===== src/rtl/core/assert_macros.svh =====
`ifndef ASSERT_MACROS_SVH
`define ASSERT_MACROS_SVH

// property that holds in the same cycle
`define ASSERT_AT(lbl, clk, rst_n, prop, msg) \
	lbl: assert property (@(posedge clk) disable iff (!rst_n) (prop)) else $error(msg);

// condition that must hold in the cycle after a trigger
`define ASSERT_NEXT(lbl, clk, rst_n, ante, cons, msg) \
	lbl: assert property (@(posedge clk) disable iff (!rst_n) (ante) |=> (cons)) else $error(msg);

`endif


===== src/rtl/core/pifenc_pkg.sv =====
`timescale 1ns / 1ps

package pifenc_pkg;

	localparam logic [2:0] OP_RAW    = 3'd0;
	localparam logic [2:0] OP_CONS   = 3'd1;
	localparam logic [2:0] OP_SEMI   = 3'd2;
	localparam logic [2:0] OP_UNCONS = 3'd3;
	localparam logic [2:0] OP_FLUSH  = 3'd4;

	localparam int unsigned SDATA_W = 208;
	localparam int unsigned BITS_W  = 72;
	localparam int unsigned SHIFT_W = 80;

	typedef struct packed {
		logic                flush;
		logic [6:0]          nbits;
		logic [BITS_W-1:0]   bits;   // left-aligned, zeros below nbits
	} q_entry_t;

	typedef struct packed {
		logic [7:0] partial;
		logic [2:0] fill;
	} back_status_t;

	typedef enum logic [2:0] {
		F_IDLE,
		F_CLAMP,
		F_OFFS,
		F_SIZE,
		F_BUILD,
		F_PUSH
	} front_state_t;

	typedef enum logic {
		B_IDLE,
		B_EMIT
	} back_state_t;

	// number of significant bits in a byte
	function automatic logic [3:0] bit_len8(input logic [7:0] b);
		logic [3:0] n;
		n = 4'd0;
		for (int i = 0; i < 8; i++) begin
			if (b[i])
				n = 4'(i + 1);
		end
		return n;
	endfunction

endpackage


===== src/rtl/core/pifenc_front.sv =====
`timescale 1ns / 1ps

module pifenc_front #(
	parameter int VALUE_WIDTH = 64
) (
	input  logic                              clk,
	input  logic                              arst_n,
	input  logic                              s_tvalid,
	output logic                              s_tready,
	input  logic [pifenc_pkg::SDATA_W-1:0]    s_tdata,
	input  logic                              full,
	output logic                              push,
	output pifenc_pkg::q_entry_t              entry
);
	import pifenc_pkg::*;

	localparam int SH       = 64 - VALUE_WIDTH;
	localparam int MAXN_RAW = (VALUE_WIDTH + 7) / 8;
	localparam int MAXN     = (MAXN_RAW > 8) ? 8 : MAXN_RAW;

	front_state_t state_q, state_d;

	logic [2:0]        op_q;
	logic [63:0]       raw_q;
	logic [6:0]        cnt_q;
	logic [63:0]       v_q, lo_q, hi_q;
	logic              skip_q;
	logic [63:0]       off_q, range_q;
	logic [2:0]        hb_idx_q;
	logic [7:0]        hb_byte_q;
	logic              hb_any_q;
	logic [3:0]        nb_q;
	logic [BITS_W-1:0] bits_q;
	logic [6:0]        nbits_q;
	logic              push_q;

	logic              accept;
	logic              lt_vlo, lt_hiv, le_hilo;
	logic [63:0]       v_clamp;
	logic [63:0]       src;
	logic [2:0]        hb_idx;
	logic [7:0]        hb_byte;
	logic              hb_any;
	logic [3:0]        nb_sint;
	logic [3:0]        nb_uint;
	logic [6:0]        len_sh;
	logic [BITS_W-1:0] len_word;
	logic [63:0]       low_mask;
	logic [BITS_W-1:0] bits_b;
	logic [6:0]        nbits_b;
	logic              push_b;

	function automatic logic [63:0] sext(input logic [63:0] x);
		logic [63:0] t;
		t = x << SH;
		return 64'($signed(t) >>> SH);
	endfunction

	assign accept = s_tvalid && s_tready;

	// next state
	always_comb begin
		state_d = state_q;
		case (state_q)
			F_IDLE:  if (accept) state_d = F_CLAMP;
			F_CLAMP: state_d = F_OFFS;
			F_OFFS:  state_d = F_SIZE;
			F_SIZE:  state_d = F_BUILD;
			F_BUILD: state_d = F_PUSH;
			F_PUSH:  if (!push_q || !full) state_d = F_IDLE;
			default: state_d = F_IDLE;
		endcase
	end

	// outputs
	always_comb begin
		s_tready    = 1'b0;
		push        = 1'b0;
		entry.flush = (op_q == OP_FLUSH);
		entry.nbits = nbits_q;
		entry.bits  = bits_q << (7'd72 - nbits_q);
		case (state_q)
			F_IDLE:  s_tready = 1'b1;
			F_PUSH:  push = push_q && !full;
			default: ;
		endcase
	end

	always_ff @(posedge clk or negedge arst_n) begin
		if (!arst_n) begin
			state_q <= F_IDLE;
		end else begin
			state_q <= state_d;
		end
	end

	// saturation to the bounds: both for OP_CONS, the lower one only for OP_SEMI
	always_comb begin
		lt_vlo  = $signed(v_q) < $signed(lo_q);
		lt_hiv  = $signed(hi_q) < $signed(v_q);
		le_hilo = $signed(hi_q) <= $signed(lo_q);
		v_clamp = v_q;
		if ((op_q == OP_CONS) || (op_q == OP_SEMI)) begin
			if (lt_vlo)
				v_clamp = lo_q;
			else if ((op_q == OP_CONS) && lt_hiv)
				v_clamp = hi_q;
		end
	end

	// byte sizing: highest nonzero byte, minimal unsigned and signed byte counts
	always_comb begin
		src     = (op_q == OP_CONS) ? range_q : off_q;
		hb_idx  = 3'd0;
		hb_byte = 8'd0;
		hb_any  = 1'b0;
		for (int i = 0; i < 8; i++) begin
			if (|src[8*i +: 8]) begin
				hb_idx  = 3'(i);
				hb_byte = src[8*i +: 8];
				hb_any  = 1'b1;
			end
		end
		nb_uint = hb_any ? ({1'b0, hb_idx} + 4'd1) : 4'd1;
		nb_sint = 4'(MAXN);
		for (int n = 7; n >= 1; n--) begin
			if (n < MAXN) begin
				if (((v_q >> (8*n - 1)) == 64'd0) ||
				    ((v_q >> (8*n - 1)) == (64'hFFFF_FFFF_FFFF_FFFF >> (8*n - 1))))
					nb_sint = 4'(n);
			end
		end
	end

	// bit string and length for the queue
	always_comb begin
		len_sh   = {nb_q, 3'b000};
		len_word = {64'd0, 4'd0, nb_q} << len_sh;
		low_mask = ~(64'hFFFF_FFFF_FFFF_FFFF << len_sh);
		bits_b   = '0;
		nbits_b  = 7'd0;
		push_b   = 1'b0;
		case (op_q)
			OP_RAW: begin
				bits_b  = {8'd0, raw_q};
				nbits_b = (cnt_q > 7'd64) ? 7'd64 : cnt_q;
				push_b  = 1'b1;
			end
			OP_CONS: begin
				bits_b  = {8'd0, off_q};
				nbits_b = {1'b0, hb_idx_q, 3'b000} + {3'd0, bit_len8(hb_byte_q)};
				push_b  = !skip_q && hb_any_q;
			end
			OP_SEMI: begin
				bits_b  = len_word | {8'd0, off_q & low_mask};
				nbits_b = len_sh + 7'd8;
				push_b  = 1'b1;
			end
			OP_UNCONS: begin
				bits_b  = len_word | {8'd0, v_q & low_mask};
				nbits_b = len_sh + 7'd8;
				push_b  = 1'b1;
			end
			OP_FLUSH: push_b = 1'b1;
			default: push_b = 1'b0;
		endcase
	end

	always_ff @(posedge clk) begin
		case (state_q)
			F_IDLE: if (accept) begin
				op_q  <= s_tdata[2:0];
				raw_q <= s_tdata[66:3];
				v_q   <= sext(s_tdata[66:3]);
				lo_q  <= sext(s_tdata[130:67]);
				hi_q  <= sext(s_tdata[194:131]);
				cnt_q <= s_tdata[201:195];
			end
			F_CLAMP: begin
				v_q    <= v_clamp;
				skip_q <= le_hilo;
			end
			F_OFFS: begin
				off_q   <= v_q - lo_q;
				range_q <= hi_q - lo_q;
			end
			F_SIZE: begin
				hb_idx_q  <= hb_idx;
				hb_byte_q <= hb_byte;
				hb_any_q  <= hb_any;
				nb_q      <= (op_q == OP_UNCONS) ? nb_sint : nb_uint;
			end
			F_BUILD: begin
				bits_q  <= bits_b;
				nbits_q <= nbits_b;
				push_q  <= push_b;
			end
			default: ;
		endcase
	end

endmodule


===== src/rtl/core/pifenc_queue.sv =====
`timescale 1ns / 1ps

module pifenc_queue (
	input  logic                  clk,
	input  logic                  arst_n,
	input  logic                  push,
	input  pifenc_pkg::q_entry_t  entry_in,
	input  logic                  pop,
	output pifenc_pkg::q_entry_t  entry_out,
	output logic                  full,
	output logic                  empty
);
	import pifenc_pkg::*;

	q_entry_t   slot_q [2];
	logic       wr_q, rd_q;
	logic [1:0] cnt_q;

	assign full      = (cnt_q == 2'd2);
	assign empty     = (cnt_q == 2'd0);
	assign entry_out = slot_q[rd_q];

	always_ff @(posedge clk) begin
		if (push)
			slot_q[wr_q] <= entry_in;
	end

	always_ff @(posedge clk or negedge arst_n) begin
		if (!arst_n) begin
			wr_q  <= 1'b0;
			rd_q  <= 1'b0;
			cnt_q <= 2'd0;
		end else begin
			if (push)
				wr_q <= !wr_q;
			if (pop)
				rd_q <= !rd_q;
			if (push && !pop)
				cnt_q <= cnt_q + 2'd1;
			else if (pop && !push)
				cnt_q <= cnt_q - 2'd1;
		end
	end

endmodule


===== src/rtl/core/pifenc_back.sv =====
`timescale 1ns / 1ps

module pifenc_back (
	input  logic                      clk,
	input  logic                      arst_n,
	input  logic                      empty,
	input  pifenc_pkg::q_entry_t      entry,
	output logic                      pop,
	output logic                      m_tvalid,
	input  logic                      m_tready,
	output logic [7:0]                m_tdata,   // out_byte
	output logic                      m_tlast,
	output pifenc_pkg::back_status_t  status
);
	import pifenc_pkg::*;

	localparam logic [6:0] BYTE_BITS = 7'd8;

	back_state_t state_q, state_d;

	logic [SHIFT_W-1:0] sh_q;
	logic [6:0]         tot_q;
	logic [7:0]         partial_q;
	logic [2:0]         fill_q;
	logic               ov_q;
	logic [7:0]         ob_q;
	logic               ol_q;

	logic               slot_free;
	logic               emit;
	logic               done;
	logic [SHIFT_W-1:0] sh_load;
	logic [6:0]         tot_load;

	assign slot_free = !ov_q || m_tready;

	// next state
	always_comb begin
		state_d = state_q;
		case (state_q)
			B_IDLE:  if (!empty) state_d = B_EMIT;
			B_EMIT:  if (tot_q < BYTE_BITS) state_d = B_IDLE;
			default: state_d = B_IDLE;
		endcase
	end

	// outputs
	always_comb begin
		pop  = 1'b0;
		emit = 1'b0;
		done = 1'b0;
		case (state_q)
			B_IDLE: pop = !empty;
			B_EMIT: begin
				emit = (tot_q >= BYTE_BITS) && slot_free;
				done = (tot_q < BYTE_BITS);
			end
			default: ;
		endcase
	end

	// merge pending bits with the new string; flush pushes the partial byte out alone
	always_comb begin
		if (entry.flush) begin
			sh_load  = {partial_q, 72'd0};
			tot_load = (fill_q != 3'd0) ? BYTE_BITS : 7'd0;
		end else begin
			sh_load  = {partial_q, 72'd0} | ({entry.bits, 8'd0} >> fill_q);
			tot_load = {4'd0, fill_q} + entry.nbits;
		end
	end

	always_ff @(posedge clk or negedge arst_n) begin
		if (!arst_n) begin
			state_q   <= B_IDLE;
			partial_q <= 8'd0;
			fill_q    <= 3'd0;
			ov_q      <= 1'b0;
			tot_q     <= 7'd0;
		end else begin
			state_q <= state_d;
			if (pop)
				tot_q <= tot_load;
			else if (emit)
				tot_q <= tot_q - BYTE_BITS;
			if (done) begin
				partial_q <= sh_q[SHIFT_W-1 -: 8];
				fill_q    <= tot_q[2:0];
			end
			if (emit)
				ov_q <= 1'b1;
			else if (m_tready)
				ov_q <= 1'b0;
		end
	end

	always_ff @(posedge clk) begin
		if (pop)
			sh_q <= sh_load;
		else if (emit)
			sh_q <= sh_q << 8;
		if (emit) begin
			ob_q <= sh_q[SHIFT_W-1 -: 8];
			ol_q <= (tot_q < 7'd16);
		end
	end

	assign m_tvalid       = ov_q;
	assign m_tdata        = ob_q;
	assign m_tlast        = ol_q;
	assign status.partial = partial_q;
	assign status.fill    = fill_q;

endmodule


===== src/rtl/core/per_integer_field_encoder_core.sv =====
// the front steps each value through clamp, offset, size, build and push states and takes
// a new value only in its idle state; a two-entry queue lets both halves overlap
// the back merges pending bits and emits one byte per cycle while m_tready is high
// reset: arst_n clears the sequencers, the queue and the output valid at once,
// and empties the partial byte and its bit count
`timescale 1ns / 1ps
`include "assert_macros.svh"

module per_integer_field_encoder_core #(
	parameter int VALUE_WIDTH = 64
) (
	input  logic                            clk,
	input  logic                            arst_n,
	input  logic                            s_tvalid,
	output logic                            s_tready,
	// op[2:0], value[66:3], lower[130:67], upper[194:131], bit_count[201:195], zero fill
	input  logic [pifenc_pkg::SDATA_W-1:0]  s_tdata,
	output logic                            m_tvalid,
	input  logic                            m_tready,
	// out_byte[7:0]
	output logic [7:0]                      m_tdata,
	output logic                            m_tlast
);
	import pifenc_pkg::*;

	q_entry_t     q_in, q_out;
	logic         q_push, q_pop, q_full, q_empty;
	back_status_t b_status;
	logic [7:0]   stray_bits;

	pifenc_front #(
		.VALUE_WIDTH(VALUE_WIDTH)
	) u_front (
		.clk      (clk),
		.arst_n   (arst_n),
		.s_tvalid (s_tvalid),
		.s_tready (s_tready),
		.s_tdata  (s_tdata),
		.full     (q_full),
		.push     (q_push),
		.entry    (q_in)
	);

	pifenc_queue u_queue (
		.clk       (clk),
		.arst_n    (arst_n),
		.push      (q_push),
		.entry_in  (q_in),
		.pop       (q_pop),
		.entry_out (q_out),
		.full      (q_full),
		.empty     (q_empty)
	);

	pifenc_back u_back (
		.clk      (clk),
		.arst_n   (arst_n),
		.empty    (q_empty),
		.entry    (q_out),
		.pop      (q_pop),
		.m_tvalid (m_tvalid),
		.m_tready (m_tready),
		.m_tdata  (m_tdata),
		.m_tlast  (m_tlast),
		.status   (b_status)
	);

	// bits of the partial byte below its fill point
	assign stray_bits = b_status.partial & (8'hFF >> b_status.fill);

	`ASSERT_AT(a_no_push_full, clk, arst_n, !(q_push && q_full), "push into full queue")
	`ASSERT_AT(a_no_pop_empty, clk, arst_n, !(q_pop && q_empty), "pop from empty queue")
	`ASSERT_AT(a_partial_clean, clk, arst_n, stray_bits == 8'h00, "stray bits below fill")
	`ASSERT_NEXT(a_queue_fills, clk, arst_n, q_push && !q_pop && !q_empty, q_full, "queue count lost")

endmodule

===== config.mk =====
export PLATFORM = sky130hd
export DESIGN_NAME = per_integer_field_encoder_core
export DESIGN_NICKNAME = d
export VERILOG_FILES = /design/src/rtl/core/pifenc_pkg.sv /design/src/rtl/core/pifenc_front.sv /design/src/rtl/core/pifenc_queue.sv /design/src/rtl/core/pifenc_back.sv /design/src/rtl/core/per_integer_field_encoder_core.sv
export VERILOG_INCLUDE_DIRS = /design/src /design/src/rtl/core
export SDC_FILE = /design/constraint.sdc
export NUM_CORES = 2
export LEC_CHECK = 0
export ABC_CLOCK_PERIOD_IN_PS = 14200
export BUFFER_PORTS_ARGS = -buffer_cell sky130_fd_sc_hd__buf_2
export CORE_ASPECT_RATIO = 0.5
export CORE_MARGIN = 2
export CORE_UTILIZATION = 42
export DETAILED_ROUTE_END_ITERATION = 6
export HOLD_SLACK_MARGIN = 0.02
export REMOVE_ABC_BUFFERS = 1
export SLEW_MARGIN = 5
export SYNTH_ARGS = -nofsm -noshare
export SYNTH_HDL_FRONTEND = slang
export SYNTH_SLANG_ARGS = --single-unit

===== constraint.sdc =====
create_clock -name clk -period 14.2 [get_ports clk]
set_clock_uncertainty 0.15 [all_clocks]
set_input_delay 2.84 -clock clk [delete_from_list [all_inputs] [get_ports clk]]
set_output_delay 2.84 -clock clk [all_outputs]
set_load 0.005 [all_outputs]

==> flow_summary_export.csv <==
group,metric,value,unit
cells_and_area,fin_area,0.0510,sq mm
grt,grt_first_pass_wirelength,226000,microns
worst_setup_path,cpMostUsedCell,"a21oi_1",
floorplanning,pin_count,223,
timing,slew_headroom,13.3,%
worst_setup_path,cp.arrival,5.89,ns
synthesis,synthArstFlopShare,3.55,%
cells_and_area,layout-drive-gt1-share,12.2,%
grt,grt_max_degree,88,
pwr,power.leakage,19.8,nW
clocking,cts-htree-levels,3,
timing,worst_pin_slew,1.30,ns
route,vias,36400,
worst_setup_path,path_class,"reg2reg",
worst_hold_path,hp-class,"reg2reg",
route,drc,4,
placement,routabilityCongestion,0.973,
route,postRouteAntennaNets,0,
floorplanning,initial_core_util,42.6,%
placement,dp_hpwl,118000,microns
route,initialDrtViolationCount,4313,
worst_setup_path,worst-path-buf-inv,1,
worst_setup_path,critPathLaunchType,"flop",
synthesis,ys.flop_type,"edfxtp_1",
cells_and_area,area_delta_synth_final,10.5,%
synthesis,syn-instance-count,4357,
synthesis,netlist_area,0.0462,sq mm
clocking,cts-resized-gates,0,
timing,fin_crit,5.74,ns
clocking,clockBufferDepth,3,
worst_setup_path,crit_family,"compound AO/OA/AOI/OAI gates",
cells_and_area,layout.nets,4869,
worst_hold_path,holdCritStartpoint,"u_back.sh_q[78]",
floorplanning,placement_rows,85,
route,routedWlPerCell,25.9,microns
timing,min_period_over_period,40.4,%
timing,fin_tns_setup,0,ns
synthesis,ys_seq_area_share,49.2,%
synthesis,avgSynthCellArea,10.6,sq um
placement,io_buffers,216,
floorplanning,coreArea,0.108,sq mm
clocking,numCtsBuffers,75,
clocking,clk_latency,0.69,ns
grt,overflow,0,
status,violations,"design-rule violations",
worst_setup_path,end_kind,"flop",
timing,maxSlewViolCount,0,
floorplanning,die_y,238,microns
floorplanning,die_area,0.113,sq mm
placement,dp_cells,5803,
worst_setup_path,cp_max_fo,37,
timing,max_freq,174,MHz
clocking,cts_root_buf,"clkbuf_16",
synthesis,yosysUniqueCellTypes,87,
floorplanning,die_w,473,microns
clocking,cts.clk_slew.worst_paths,0.06,ns
route,routed_wl,154000,microns
route,firstDrtPassIters,7,
clocking,cts_tree,"yes",
status,status,"finished, violations left",
synthesis,synth-edff-count,734,
route,viasPerCell,6.14,
flow_run,max_cap_violations,0,
timing,hold_violations,0,
pwr,peakVddDrop,0.130,mV
clocking,cts_sinks,761,
grt,antenna_found_initial,8,
synthesis,synth.ff_latch_count,761,
timing,setup_viol,0,
worst_setup_path,r2r_start,"u_front.v_q[15]",
pwr,power.density,213,mW/mm^2
clocking,post_cts_buffers,0,
worst_setup_path,critical-path-max-stage-delay,0.62,ns
worst_setup_path,worstPathRequired,14.35,ns
timing,rsz0062_at_grt,"false",
clocking,hold_buffers,0,
placement,placed_area,0.0486,sq mm
grt,grt_usage,26.7,%
worst_setup_path,crit_slowest_cell,"a31o_4",
worst_setup_path,cp_cell_sequence,"ha_1, a21oi_1, o21ai_0, a41oi_1, o221ai_1, o21ai_1, a21oi_1, o2111a_2, o22ai_1, a31o_4, buf_4",
cells_and_area,post_layout_nonfiller_instances,5940,
grt,grt_pass1_vias,34300,
worst_setup_path,critPathLaunch,"u_front.v_q[15]",
synthesis,ys_warn_count,0,
==> metal layers <==
metal  wire length, microns  share of wire [%]  GRT usage (%)  vias up
met4                   3510                2.3           6.55        4
met2                  65800                 43           39.3     1411
li1                       -                  -              -    16700
met5                     24              0.016              0        -
met3                  12800                8.3           5.27      194
met1                  71600                 47           40.2    18100
==> final cells by class <==
cell class | count | area (sq um)
antenna | 2 | 5.00
clock buffer | 90 | 1980
multi-input combinational | 3105 | 21700
fill | 10100 | 57200
inverter | 234 | 880
timing repair buffer | 268 | 1470
clock inverter | 45 | 420
sequential | 761 | 22700
tap | 1435 | 1800
==> synthesized netlist by cell type (10+ instances only) <==
cell | number | share of area (%)
buf_1 | 29 | 0.24
a222oi_1 | 50 | 1.1
nor3_1 | 56 | 0.61
xnor2_1 | 81 | 1.5
nand4_1 | 68 | 0.92
o21ai_0 | 238 | 2.6
a21o_1 | 77 | 1.3
or2_2 | 10 | 0.14
a211oi_1 | 89 | 1.4
a41oi_1 | 10 | 0.19
mux2_2 | 29 | 0.71
ha_1 | 209 | 5.7
o211ai_1 | 18 | 0.29
o21a_1 | 21 | 0.34
buf_2 | 22 | 0.24
o31ai_1 | 13 | 0.21
and2_1 | 26 | 0.35
nor2b_1 | 43 | 0.58
xor2_1 | 52 | 0.99
a31oi_1 | 112 | 1.5
nor4_1 | 51 | 0.69
inv_1 | 227 | 1.8
o21bai_1 | 20 | 0.33
o22ai_1 | 34 | 0.46
dfrtp_1 | 27 | 1.5
edfxtp_1 | 734 | 48
nand2b_1 | 27 | 0.37
a21oi_1 | 299 | 3.2
and3_1 | 13 | 0.18
mux4_2 | 78 | 3.8
mux2i_1 | 235 | 5.1
nand3_1 | 130 | 1.4
a22o_1 | 56 | 1.1
clkbuf_1 | 205 | 1.7
nand2_1 | 433 | 3.5
nor2_1 | 359 | 2.9
==> layout by cell type, fill, tap and decap left out, types with 20 or more instances in the layout <==
cell type,instances
o21ai_0,238
a22o_1,56
edfxtp_1,734
nor2_1,358
nand3_1,129
mux2_2,29
nor2b_1,43
xor2_1,48
o21bai_1,20
nand4_1,68
buf_4,52
xnor2_1,77
nand2b_1,27
buf_2,216
a21oi_1,299
o22ai_1,34
nor4_1,50
clkbuf_16,76
a31oi_1,112
nand2_1,433
o21a_1,21
ha_1,208
and2_1,23
a222oi_1,50
nor3_1,55
mux4_2,78
dfrtp_1,24
a211oi_1,89
mux2i_1,235
inv_1,227
a21o_1,77
==> worst paths after layout <==
path                            depth (start not counted)  slack, ns           endpoint
max in group asynchronous                               1      11.36       u_queue.rd_q
worst max register to register                         11       8.46    u_front.v_q[55]
worst min register to register                          0       0.30  u_back.m_tdata[6]
min in group asynchronous                               1       2.04    u_back.tot_q[5]
worst max-delay path                                   11       8.46    u_front.v_q[55]
worst min-delay path                                    0       0.30  u_back.m_tdata[6]
==> stage by stage <==
step | setup WS, ns | util [%] | hold slack, ns | total power, W
after floorplan | 3.33 | - | 0.270 | 0.00721
after global placement | 8.56 | 44.9 | 0.283 | 0.00875
after detailed placement | 8.53 | 44.9 | 0.290 | 0.00880
after CTS | 8.52 | 47.1 | 0.304 | 0.0108
after global routing | 8.26 | 47.1 | 0.311 | 0.0115
final | 8.46 | 47.1 | 0.301 | 0.0109
==> logic make-up (layout without fill, tap and decap cells) <==
kind of cell	count (synthesis)	in the layout	share of synthesized area, %
flops	761	761	49.2
other cells	1	3	0.00812
buf+inv	491	637	4.06
mux	342	342	9.61
xor+xnor	133	133	2.52
fa+ha+maj	212	212	5.80
simple gates	1264	1264	12.5
compound gates	1153	1153	16.3
==> where the power goes <==
group	total, W	internal, W	switching [W]
clock	0.00203	0.00111	0.000912
combinational	0.00489	0.00175	0.00313
sequential	0.00397	0.00342	0.000555
total	0.0109	0.00628	0.00460
==> sequential cells by signal, indices dropped and copies added, names as in the netlist, 8 cells and up <==
register,cells
u_front.off_q,64
u_front.v_q,64
u_back.sh_q,79
u_front.raw_q,64
u_front.hb_byte_q,8
u_front.lo_q,64
u_back.m_tdata,8
u_front.range_q,64
u_front.bits_q,67
u_queue.slot_q,160
u_back.partial_q,8
u_front.hi_q,64
(Power assumes the default switching activity.)
